<file path="src/rtl/core/fmd_pkg.sv">
// Shared types and constants of the framed message deframer.
package fmd_pkg;

   // Result kinds carried on the result channel's tuser.
   localparam logic [1:0] KIND_PAYLOAD = 2'd0;
   localparam logic [1:0] KIND_EMPTY   = 2'd1;
   localparam logic [1:0] KIND_TOO_BIG = 2'd2;

   // Configuration register indexes.
   localparam logic [0:0] CSR_MAGIC_FIRST  = 1'b0;
   localparam logic [0:0] CSR_MAGIC_SECOND = 1'b1;

   // Widths of the channel fields.
   localparam int BYTE_W      = 8;
   localparam int INDEX_W     = 10;
   localparam int LEN_W       = 32;
   localparam int RSP_DATA_W  = 40;

   // One result item as it travels from the parser to the output buffer.
   typedef struct packed {
      logic [1:0]         kind;
      logic [BYTE_W-1:0]  msg_type;
      logic [BYTE_W-1:0]  seq_no;
      logic [BYTE_W-1:0]  data_byte;
      logic [INDEX_W-1:0] byte_index;
      logic               is_last;
   } rsp_type;

endpackage

</file>
<file path="src/rtl/core/fmd_parser.sv">
// Frame parser: magic hunt, header capture, length assembly and payload tagging.
module fmd_parser #(
   parameter int MAX_PAYLOAD = 1024
) (
   input  logic                    clock,
   input  logic                    reset,
   input  logic                    csr_write,
   input  logic [0:0]              csr_index,
   input  logic [fmd_pkg::BYTE_W-1:0] csr_data,
   input  logic                    byte_accept,
   input  logic [fmd_pkg::BYTE_W-1:0] rx_byte,
   output logic                    rsp_push,
   output fmd_pkg::rsp_type        rsp_item
);
   import fmd_pkg::*;

   localparam int CNT_RAW = $clog2(MAX_PAYLOAD + 1);
   localparam int CNT_W   = (CNT_RAW < 2) ? 2 : CNT_RAW;

   typedef enum logic [2:0] {
      PH_HUNT  = 3'd0,
      PH_MAGIC = 3'd1,
      PH_TYPE  = 3'd2,
      PH_SEQ   = 3'd3,
      PH_LEN   = 3'd4,
      PH_DATA  = 3'd5
   } phase_type;

   phase_type          phase_ff, phase_in;
   logic               rev_ff, rev_in;
   logic [CNT_W-1:0]   cnt_ff, cnt_in;
   logic [BYTE_W-1:0]  type_ff, type_in;
   logic [BYTE_W-1:0]  seq_ff, seq_in;
   logic [LEN_W-1:0]   len_ff, len_in;
   logic [BYTE_W-1:0]  magic_first_ff, magic_second_ff;

   logic [1:0]         len_slot;
   logic [LEN_W-1:0]   len_full;
   logic [LEN_W:0]     idx_next;
   logic [LEN_W-1:0]   idx_wide;
   logic               data_last;

   // Length byte placement and payload position helpers.
   always_comb begin
      len_slot = rev_ff ? (2'd3 - cnt_ff[1:0]) : cnt_ff[1:0];
      len_full = len_ff | (LEN_W'(rx_byte) << {len_slot, 3'd0});
      idx_wide = LEN_W'(cnt_ff);
      idx_next = {1'b0, idx_wide} + (LEN_W + 1)'(1);
      data_last = idx_next >= {1'b0, len_ff};
   end

   // Next state and the result that this byte gives, if any.
   always_comb begin
      phase_in = phase_ff;
      rev_in   = rev_ff;
      cnt_in   = cnt_ff;
      type_in  = type_ff;
      seq_in   = seq_ff;
      len_in   = len_ff;
      rsp_push = 1'b0;
      rsp_item.kind       = KIND_PAYLOAD;
      rsp_item.msg_type   = type_ff;
      rsp_item.seq_no     = seq_ff;
      rsp_item.data_byte  = '0;
      rsp_item.byte_index = '0;
      rsp_item.is_last    = 1'b1;
      unique case (phase_ff)
         PH_MAGIC: begin
            if (rev_ff ? (rx_byte == magic_second_ff) : (rx_byte == magic_first_ff)) begin
               phase_in = PH_TYPE;
            end else begin
               phase_in = PH_HUNT;
            end
         end
         PH_TYPE: begin
            type_in  = rx_byte;
            phase_in = PH_SEQ;
         end
         PH_SEQ: begin
            seq_in   = rx_byte;
            cnt_in   = '0;
            len_in   = '0;
            phase_in = PH_LEN;
         end
         PH_LEN: begin
            len_in = len_full;
            if (cnt_ff[1:0] != 2'd3) begin
               cnt_in = CNT_W'(cnt_ff[1:0]) + CNT_W'(1);
            end else begin
               cnt_in = '0;
               if (len_full == '0) begin
                  phase_in      = PH_HUNT;
                  rsp_push      = 1'b1;
                  rsp_item.kind = KIND_EMPTY;
               end else if ({1'b0, len_full} > (LEN_W + 1)'(MAX_PAYLOAD)) begin
                  phase_in      = PH_HUNT;
                  rsp_push      = 1'b1;
                  rsp_item.kind = KIND_TOO_BIG;
               end else begin
                  phase_in = PH_DATA;
               end
            end
         end
         PH_DATA: begin
            rsp_push            = 1'b1;
            rsp_item.kind       = KIND_PAYLOAD;
            rsp_item.data_byte  = rx_byte;
            rsp_item.byte_index = idx_wide[INDEX_W-1:0];
            rsp_item.is_last    = data_last;
            if (data_last) begin
               phase_in = PH_HUNT;
               cnt_in   = '0;
            end else begin
               cnt_in = idx_next[CNT_W-1:0];
            end
         end
         default: begin
            // Hunting; a byte matching both magic registers picks reversed order.
            if (rx_byte == magic_first_ff) begin
               rev_in   = 1'b1;
               phase_in = PH_MAGIC;
            end else if (rx_byte == magic_second_ff) begin
               rev_in   = 1'b0;
               phase_in = PH_MAGIC;
            end else begin
               phase_in = PH_HUNT;
            end
         end
      endcase
   end

   // Parse state and magic registers.
   always_ff @(posedge clock) begin
      if (reset) begin
         phase_ff        <= PH_HUNT;
         rev_ff          <= 1'b0;
         cnt_ff          <= '0;
         type_ff         <= '0;
         seq_ff          <= '0;
         len_ff          <= '0;
         magic_first_ff  <= '0;
         magic_second_ff <= '0;
      end else begin
         if (byte_accept) begin
            phase_ff <= phase_in;
            rev_ff   <= rev_in;
            cnt_ff   <= cnt_in;
            type_ff  <= type_in;
            seq_ff   <= seq_in;
            len_ff   <= len_in;
         end
         if (csr_write) begin
            unique case (csr_index)
               CSR_MAGIC_FIRST:  magic_first_ff  <= csr_data;
               CSR_MAGIC_SECOND: magic_second_ff <= csr_data;
               default: ;
            endcase
         end
      end
   end

endmodule

</file>
<file path="src/rtl/core/fmd_rsp_buf.sv">
// Result register and one skid entry; a stalled output stops intake once both are held.
module fmd_rsp_buf (
   input  logic             clock,
   input  logic             reset,
   input  logic             push,
   input  fmd_pkg::rsp_type push_item,
   output logic             can_push,
   output logic             out_valid,
   input  logic             out_ready,
   output fmd_pkg::rsp_type out_item
);
   import fmd_pkg::*;

   logic    out_valid_ff, skid_valid_ff;
   rsp_type out_ff, skid_ff;
   logic    pop;

   assign pop       = out_valid_ff & out_ready;
   assign can_push  = ~skid_valid_ff;
   assign out_valid = out_valid_ff;
   assign out_item  = out_ff;

   // Control: the skid entry fills only when the output register is stalled.
   always_ff @(posedge clock) begin
      if (reset) begin
         out_valid_ff  <= 1'b0;
         skid_valid_ff <= 1'b0;
      end else if (skid_valid_ff) begin
         if (pop) begin
            skid_valid_ff <= 1'b0;
         end
      end else if (push) begin
         if (out_valid_ff && !pop) begin
            skid_valid_ff <= 1'b1;
         end else begin
            out_valid_ff <= 1'b1;
         end
      end else if (pop) begin
         out_valid_ff <= 1'b0;
      end
   end

   // Payload moves.
   always_ff @(posedge clock) begin
      if (skid_valid_ff) begin
         if (pop) begin
            out_ff <= skid_ff;
         end
      end else if (push) begin
         if (out_valid_ff && !pop) begin
            skid_ff <= push_item;
         end else begin
            out_ff <= push_item;
         end
      end
   end

endmodule

</file>
<file path="src/rtl/core/framed_message_deframer_unit.sv">
// Top level of the framed message deframer.
// Takes one received byte per cycle and emits at most one result per byte; a byte is
// handled in the cycle it is accepted and its result is registered in the output
// register, or in the skid entry when that is stalled. With these two entries,
// intake continues at one byte per cycle while results are taken each cycle and
// pauses only once both entries are held by a stalled result channel.
// The frame is: two magic bytes (their arrival order selects byte order), a type
// byte, a sequence byte, a 4-byte length, then the payload. A zero length gives one
// empty-message result, a length above MAX_PAYLOAD gives one error result; both end
// the frame. The user must write magic registers via csr only while idle (unchecked).
module framed_message_deframer_unit #(
   parameter int MAX_PAYLOAD = 1024
) (
   input  logic        clock,
   input  logic        reset,
   // Configuration write channel.
   input  logic        csr_valid,
   output logic        csr_ready,
   input  logic [0:0]  csr_index,
   input  logic [7:0]  csr_data,
   // Byte request channel.
   input  logic        req_tvalid,
   output logic        req_tready,
   input  logic [7:0]  req_tdata,   // [7:0] rx_byte
   // Result channel.
   output logic        rsp_tvalid,
   input  logic        rsp_tready,
   output logic [39:0] rsp_tdata,   // [7:0] msg_type, [15:8] seq_no, [23:16] data_byte,
                                    // [33:24] byte_index, [39:34] zero
   output logic [1:0]  rsp_tuser,   // [1:0] kind
   output logic        rsp_tlast    // is_last
);
   import fmd_pkg::*;

   logic    byte_accept;
   logic    rsp_push;
   logic    can_push;
   rsp_type push_item;
   rsp_type out_item;

   assign csr_ready   = 1'b1;
   assign req_tready  = can_push;
   assign byte_accept = req_tvalid & can_push;

   fmd_parser #(
      .MAX_PAYLOAD (MAX_PAYLOAD)
   ) u_parser (
      .clock       (clock),
      .reset       (reset),
      .csr_write   (csr_valid),
      .csr_index   (csr_index),
      .csr_data    (csr_data),
      .byte_accept (byte_accept),
      .rx_byte     (req_tdata),
      .rsp_push    (rsp_push),
      .rsp_item    (push_item)
   );

   fmd_rsp_buf u_rsp_buf (
      .clock     (clock),
      .reset     (reset),
      .push      (byte_accept & rsp_push),
      .push_item (push_item),
      .can_push  (can_push),
      .out_valid (rsp_tvalid),
      .out_ready (rsp_tready),
      .out_item  (out_item)
   );

   // Pack the result onto the stream fields.
   assign rsp_tdata = {6'd0, out_item.byte_index, out_item.data_byte,
                       out_item.seq_no, out_item.msg_type};
   assign rsp_tuser = out_item.kind;
   assign rsp_tlast = out_item.is_last;

endmodule

</file>
<file path="config.mk">
export PLATFORM = sky130hd
export DESIGN_NAME = framed_message_deframer_unit
export DESIGN_NICKNAME = d
export VERILOG_FILES = /design/src/rtl/core/fmd_pkg.sv /design/src/rtl/core/fmd_parser.sv /design/src/rtl/core/fmd_rsp_buf.sv /design/src/rtl/core/framed_message_deframer_unit.sv
export SDC_FILE = /design/constraint.sdc
export NUM_CORES = 1
export LEC_CHECK = 0
export ABC_CLOCK_PERIOD_IN_PS = 5900
export BUFFER_PORTS_ARGS = -buffer_cell sky130_fd_sc_hd__buf_4
export CAP_MARGIN = 20
export CORE_AREA = 2 2 112 125
export CTS_CLUSTER_SIZE = 28
export DETAILED_ROUTE_END_ITERATION = 16
export DIE_AREA = 0 0 114 127
export GPL_ROUTABILITY_DRIVEN = 0
export PLACE_DENSITY = 0.83
export SETUP_SLACK_MARGIN = 0.3
export SKIP_CTS_REPAIR_TIMING = 1
export SLEW_MARGIN = 10
export SYNTH_ARGS = -nofsm -noshare
export SYNTH_HDL_FRONTEND = slang
export SYNTH_SLANG_ARGS = --single-unit
export TNS_END_PERCENT = 5
</file>
<file path="constraint.sdc">
create_clock -name clock -period 5.9 [get_ports clock]
set_input_delay 1.77 -clock clock [delete_from_list [all_inputs] [get_ports clock]]
set_output_delay 1.77 -clock clock [all_outputs]
set_load 0.1 [all_outputs]
</file>
==> results of run 1 <==
[cells in the final DEF, fill, tap and decap left out, types with 7 or more instances in the layout]
master / count
clkbuf_16: 21
edfxtp_1: 74
a21oi_1: 39
xnor2_1: 24
dfxtp_1: 81
o21ai_1: 10
nand2_1: 61
inv_1: 22
nor2b_1: 10
and3_1: 18
ha_1: 13
nor4_1: 10
buf_4: 63
nor2_1: 72
conb_1: 7
o31ai_1: 11
mux2i_1: 17
mux2_2: 28
nand3_1: 29
a22oi_1: 35
[power groups by stage]
stage	combinational, mW	clock [mW]	sequential, mW
CTS	0.0872	1.09	1.13
finish	0.0882	1.08	1.13
global placement	0.0841	0	1.15
detailed placement	0.0860	0	1.15
floorplan	0.0674	0	1.15
global route	0.0941	1.13	1.13
[worst max-delay path by stage]
stage,depth (start not counted),endpoint
floorplan,7,u_rsp_buf.skid_ff[0]$_DFFE_PP_
global placement,8,u_rsp_buf.out_item[27]$_DFFE_PP_
detailed placement,8,u_rsp_buf.out_item[30]$_DFFE_PP_
CTS,11,u_parser.cnt_ff[5]$_SDFFE_PP0P_
global route,11,u_parser.cnt_ff[1]$_SDFFE_PP0P_
finish,11,u_parser.cnt_ff[5]$_SDFFE_PP0P_
[metal layers]
| metal | routed length (um) | track usage | vias to the layer above | part of all wire |
|---|---|---|---|---|
| li1 | - | - | 2478 | - |
| met1 | 6424 | 0.2786 | 2528 | 0.40 |
| met2 | 7930 | 0.3778 | 265 | 0.50 |
| met3 | 1194 | 0.05218 | 47 | 0.075 |
| met4 | 441 | 0.1026 | 0 | 0.028 |
| met5 | 0 | 0 | - | 0 |
[metrics by stage]
step,area (um^2),util
global route,8162,0.6229
floorplan,7099,-
CTS,8134,0.6208
detailed placement,7536,0.5752
global placement,7536,0.5752
finish,8162,0.6229
[synthesized netlist by cell type (all sizes together) (3+ instances only)]
cell,number
a22oi,35
edfxtp,74
nor2b,10
a21oi,40
buf,26
nand3,29
and3,18
mux2i,18
nor2,75
o31ai,12
ha,13
nor4,10
clkbuf,28
nand4,6
mux2,28
nand2,62
xnor2,24
inv,23
or3,5
o211ai,4
o32ai,6
o21ai,15
nand3b,3
dfxtp,81
[flip-flops by register name (all words and copies together) (netlist names)]
name and cells:
u_rsp_buf.out_valid 1, u_parser.rev_ff 1, u_parser.type_ff 8, u_parser.len_ff 32, u_rsp_buf.skid_valid_ff 1, u_parser.cnt_ff 11, u_parser.magic_second_ff 8, u_parser.magic_first_ff 8
u_rsp_buf.out_item 37, u_rsp_buf.skid_ff 37, u_parser.seq_ff 8, u_parser.phase_ff 3
[logic make-up (layout without fill, tap and decap cells)]
family | Yosys count | count (layout) | share of synthesized area
AOI/OAI and AO/OA | 127 | 127 | 0.1237
xor gates and xnor gates | 26 | 26 | 0.03216
adders and majority gates | 13 | 13 | 0.02297
buffers and inverters | 77 | 119 | 0.04771
DFF | 155 | 155 | 0.5429
muxes | 46 | 46 | 0.07174
other | 2 | 7 | 0.001061
and+or+nand+nor | 230 | 230 | 0.1578
[final cells by class]
type	count	share of cell area
Inverter	23	0.01058
Timing Repair Buffer	64	0.06132
Multi-Input combinational cell	449	0.3592
Tap cell	161	0.02468
Clock buffer	24	0.06699
Clock inverter	8	0.006285
Sequential cell	155	0.4709
==> results.sh, run 1 <==
export IMPL_hold_viol=0
export IMPL_drt_pass1_iterations=6
export IMPL_path_delay_family="simple AND/OR/NAND/NOR gates"
export IMPL_synth_edff_count=74
export IMPL_start_util=0.5404
export IMPL_required_ns=6.17
export IMPL_drt_initial_drc_count=481
export IMPL_setup_viol=0
export IMPL_num_vias=5318
export IMPL_syn_to_final_growth_pct=15.27
export IMPL_cts_root_buffer="clkbuf_16"
export IMPL_antenna_found_initial=0
export IMPL_die_area_um2=14480
export IMPL_crit_chain="ha_1, nand3_1, nor3_1, nand3_1, xnor2_1, ha_1, nand3_1, o41ai_1, nand2_2, nand2_1, o32ai_1"
export IMPL_p_sw_uw=495.1
export IMPL_period_share=0.7270
export IMPL_drive_gt1_frac=0.1895
export IMPL_grt_overflow=0
export IMPL_power_share_sequential=0.492
export IMPL_clock_path_buffers=2
export IMPL_dpl_hpwl_um=10240
export IMPL_fin_ws_ns=1.611
export IMPL_cp_max_fo=19
export IMPL_relSlewSlack=0.4209
export IMPL_whs_path_depth=0
export IMPL_powerDensity_nw_per_um2=280.6
export IMPL_die_w_um=114
export IMPL_io_pins=68
export IMPL_grt_pass1_vias=5345
export IMPL_clkTransAtPathRegs_ns=0.06
export IMPL_synth_top_area_cell="edfxtp_1"
export IMPL_syn_inst=676
export IMPL_routed_wl_um=15990
export IMPL_skew_ns=0.008663
export IMPL_cap_viol_max_count=0
export IMPL_cpMaxStageDelayCell="dfxtp_1"
export IMPL_combPwrFrac=0.039
export IMPL_cts_max_level=4
export IMPL_hold_class="flop to flop"
export IMPL_r2r_slack_ns=1.61
export IMPL_multiInputGateArea_um2=2932
export IMPL_cts_tree="yes"
export IMPL_row_count=44
export IMPL_crit_type="flop to flop"
export IMPL_place_ws_ns=1.387
export IMPL_post_drt_via_cell_ratio=6.016
export IMPL_synthArstFlopShare=0
export IMPL_ir_drop_mv=0.1888
export IMPL_rsz0062_at_grt="no"
export IMPL_avgSynthCellArea_um2=10.47
export IMPL_drv_slew=0
export IMPL_synth_warnings=0
export IMPL_final_nets=745
export IMPL_worstMarginPinSlew_ns=0.8687
export IMPL_holdPathEnd="u_rsp_buf.skid_ff[33]$_DFFE_PP_"
export IMPL_fillerInstances=1008
export IMPL_groute_usage_overall=0.2259
export IMPL_power_mw=2.290
export IMPL_clock_latency_ns=0.42
export IMPL_max_freq_ghz=0.2331
export IMPL_leakage_nw=3.015
export IMPL_cts_sinks=155
export IMPL_synth_area_leaders="edfxtp_1, dfxtp_1, mux2_2"
export IMPL_swShare=0.2162
export IMPL_synth_top_area_frac=0.3138
export IMPL_slowest_delay_ns=0.84
export IMPL_min_delay_start="u_parser.type_ff[6]$_SDFFE_PP0P_"
export IMPL_antenna_left=0
export IMPL_portBuffers=60
export IMPL_grt_pass1_wl_um=25970
export IMPL_reg2reg_to="u_parser.cnt_ff[5]$_SDFFE_PP0P_"
export IMPL_finalNonFillerCells=884
export IMPL_r2r_start="u_parser.cnt_ff[0]$_SDFFE_PP0P_"
export IMPL_period_minus_slack_ns=4.289
export IMPL_dp_cells=851
export IMPL_coreArea_um2=13100
export IMPL_synth_area_um2=7081
export IMPL_ys_ff_latch=155
export IMPL_ys_seq_area_frac=0.5429
export IMPL_antennaDiodeCount=0
export IMPL_cts_buffers=17
export IMPL_arrival_ns=4.56
export IMPL_cp_end_kind="flop"
export IMPL_clock_power_share=0.470
export IMPL_cp_num_buf_inv=0
export IMPL_startpoint="u_parser.cnt_ff[0]$_SDFFE_PP0P_"
export IMPL_p_int_mw=1.795
export IMPL_critPathLaunchType="flop"
export IMPL_r2r_cells=11
export IMPL_grt_max_degree=84
export IMPL_timing_setup_tns_ns=0
export IMPL_dieHeight_um=127
export IMPL_whs_ns=0.4627
export IMPL_drc=0
export IMPL_crit_top_cell="nand3_1"
export IMPL_synth_top_flop_cell="dfxtp_1"
export IMPL_wire_per_inst_um=18.09
export IMPL_ff_latch_area_um2=3844
export IMPL_synth_cell_type_count=61
export IMPL_status="complete, no violations"
No activity file was read; power rests on OpenSTA's default activity.
==> run 2, diff against run 1 <==
- ABC_CLOCK_PERIOD_IN_PS: 5900 -> 3500
- CORE_AREA: 2 2 112 125 -> 2 2 114 127
- DIE_AREA: 0 0 114 127 -> 0 0 116 129
- PLACE_DENSITY: 0.83 -> 0.84
- clock period: 5.9 -> 3.5 ns (I/O delays scaled with it)
==> results.sh, run 2 (synthesis results as in run 1) <==
export IMPL_required_ns=3.84
export IMPL_drv_slew=0
export IMPL_leakage_nw=3.161
export IMPL_cap_viol_max_count=0
export IMPL_routed_wl_um=15900
export IMPL_drive_gt1_frac=0.2306
export IMPL_grt_max_degree=53
export IMPL_rsz0062_at_grt="no"
export IMPL_io_pins=68
export IMPL_final_nets=768
export IMPL_antenna_left=0
export IMPL_grt_overflow=0
export IMPL_clock_path_buffers=2
export IMPL_setup_viol=0
export IMPL_place_ws_ns=0.04016
export IMPL_final_cell_area_um2=8471
export IMPL_groute_usage_overall=0.2206
export IMPL_crit_type="flop to flop"
export IMPL_wire_per_inst_um=17.02
export IMPL_final_util=0.6217
export IMPL_clock_latency_ns=0.44
export IMPL_syn_to_final_growth_pct=19.63
export IMPL_layout_common_cells="buf_4, dfxtp_1, edfxtp_1"
export IMPL_cts_max_level=4
export IMPL_powerDensity_nw_per_um2=466.5
export IMPL_drt_initial_drc_count=548
export IMPL_met2_usage=0.3567
export IMPL_r2r_slack_ns=0.43
export IMPL_holdPathEnd="u_rsp_buf.skid_ff[31]$_DFFE_PP_"
export IMPL_power_mw=3.952
export IMPL_cts_buffers=17
export IMPL_arrival_ns=3.40
export IMPL_worstMarginPinSlew_ns=0.8826
export IMPL_coreArea_um2=13630
export IMPL_ir_drop_mv=0.4246
export IMPL_critPathLaunchType="flop"
export IMPL_post_drt_via_cell_ratio=5.693
export IMPL_layout_commonest_cell="buf_4"
export IMPL_skew_ns=0.009903
export IMPL_die_w_um=116
export IMPL_clkTransAtPathRegs_ns=0.06
export IMPL_num_vias=5317
export IMPL_min_delay_start="u_parser.type_ff[4]$_SDFFE_PP0P_"
export IMPL_portBuffers=60
export IMPL_hold_viol=0
export IMPL_reg2reg_to="u_parser.cnt_ff[4]$_SDFFE_PP0P_"
export IMPL_hold_class="flop to flop"
export IMPL_gr_max_usage_layer="met2"
export IMPL_grt_pass1_wl_um=25430
export IMPL_grt_use_met3=0.04616
export IMPL_dp_cells=898
export IMPL_max_freq_ghz=0.3261
export IMPL_fin_ws_ns=0.4334
export IMPL_status="complete, no violations"
export IMPL_whs_ns=0.4588
export IMPL_r2r_cells=13
export IMPL_timing_setup_tns_ns=0
export IMPL_cts_tree="yes"
export IMPL_die_area_um2=14960
export IMPL_cts_root_buffer="clkbuf_16"
export IMPL_start_util=0.5197
export IMPL_drt_pass1_iterations=6
export IMPL_cp_end_kind="flop"
export IMPL_whs_path_depth=0
export IMPL_row_count=45
export IMPL_finalNonFillerCells=934
export IMPL_cp_max_fo=7
export IMPL_dpl_hpwl_um=10690
export IMPL_cts_sinks=155
export IMPL_grt_pass1_vias=5131
export IMPL_drc=0
export IMPL_dieHeight_um=129
export IMPL_relSlewSlack=0.4104
export IMPL_r2r_start="u_parser.cnt_ff[3]$_SDFFE_PP0P_"
export IMPL_antenna_found_initial=0
export IMPL_use_met1=0.2848
export IMPL_place_area_um2=7786
export IMPL_period_minus_slack_ns=3.067
export IMPL_antennaDiodeCount=0
export IMPL_period_share=0.8762
## run 2: cell types whose count changed in the layout (fill, tap and decap cells not counted), sizes merged
cell      change
clkbuf        -7
clkinv        -2
inv           +5
bufinv        +3
clkinvlp      +1
buf          +22
nand2         +1
## run 2: worst max-delay path, cell delays in order, from the launching register on
cell and delay [ns]:
dfxtp_2 0.37, and3_1 0.20, nand3_1 0.14, nor3_2 0.18, nand3_1 0.15, xnor2_2 0.17, ha_1 0.33, a21o_1 0.18
a211o_1 0.32, a41oi_2 0.21, o41ai_4 0.15, nand2_2 0.18, nand2_1 0.21, o32ai_1 0.17
## run 2: layout make-up
cell class / instances / area [um^2]
Clock buffer: 17 / 425.4
Clock inverter: 15 / 187.7
Fill cell: 1070 / 5155
Inverter: 23 / 86.33
Multi-Input combinational cell: 450 / 2993
Sequential cell: 155 / 3847
Tap cell: 188 / 235.2
Timing Repair Buffer: 86 / 695.7
## run 2: report_power, final
group          total, mW  switching [mW]  internal, mW  leakage [nW]
combinational      0.156           0.109        0.0465          1.56
clock               1.90           0.766          1.13         0.292
sequential          1.90         0.00654          1.89          1.31
total               3.95           0.881          3.07          3.16
## run 2: how the worst max path moves through the flow
| stage | from | end | cells after the start |
|---|---|---|---|
| 6_report | u_parser.cnt_ff[3]$_SDFFE_PP0P_ | u_parser.cnt_ff[4]$_SDFFE_PP0P_ | 13 |
| 5_1_grt | u_parser.cnt_ff[3]$_SDFFE_PP0P_ | u_rsp_buf.out_item[0]$_DFFE_PP_ | 13 |
| 4_1_cts | u_parser.cnt_ff[3]$_SDFFE_PP0P_ | u_parser.cnt_ff[4]$_SDFFE_PP0P_ | 11 |
| 3_5_place_dp | req_tdata[3] | u_rsp_buf.out_item[25]$_DFFE_PP_ | 9 |
| 3_3_place_gp | req_tdata[3] | u_rsp_buf.out_item[25]$_DFFE_PP_ | 9 |
| 2_1_floorplan | req_tdata[3] | u_rsp_buf.skid_ff[0]$_DFFE_PP_ | 7 |
## run 2: routing by layer
metal	wire (um)	part of all wire	vias to the layer above
met5	0	0	-
met1	6669	0.42	2545
met4	440	0.028	0
li1	-	-	2532
met3	986	0.062	37
met2	7804	0.49	203
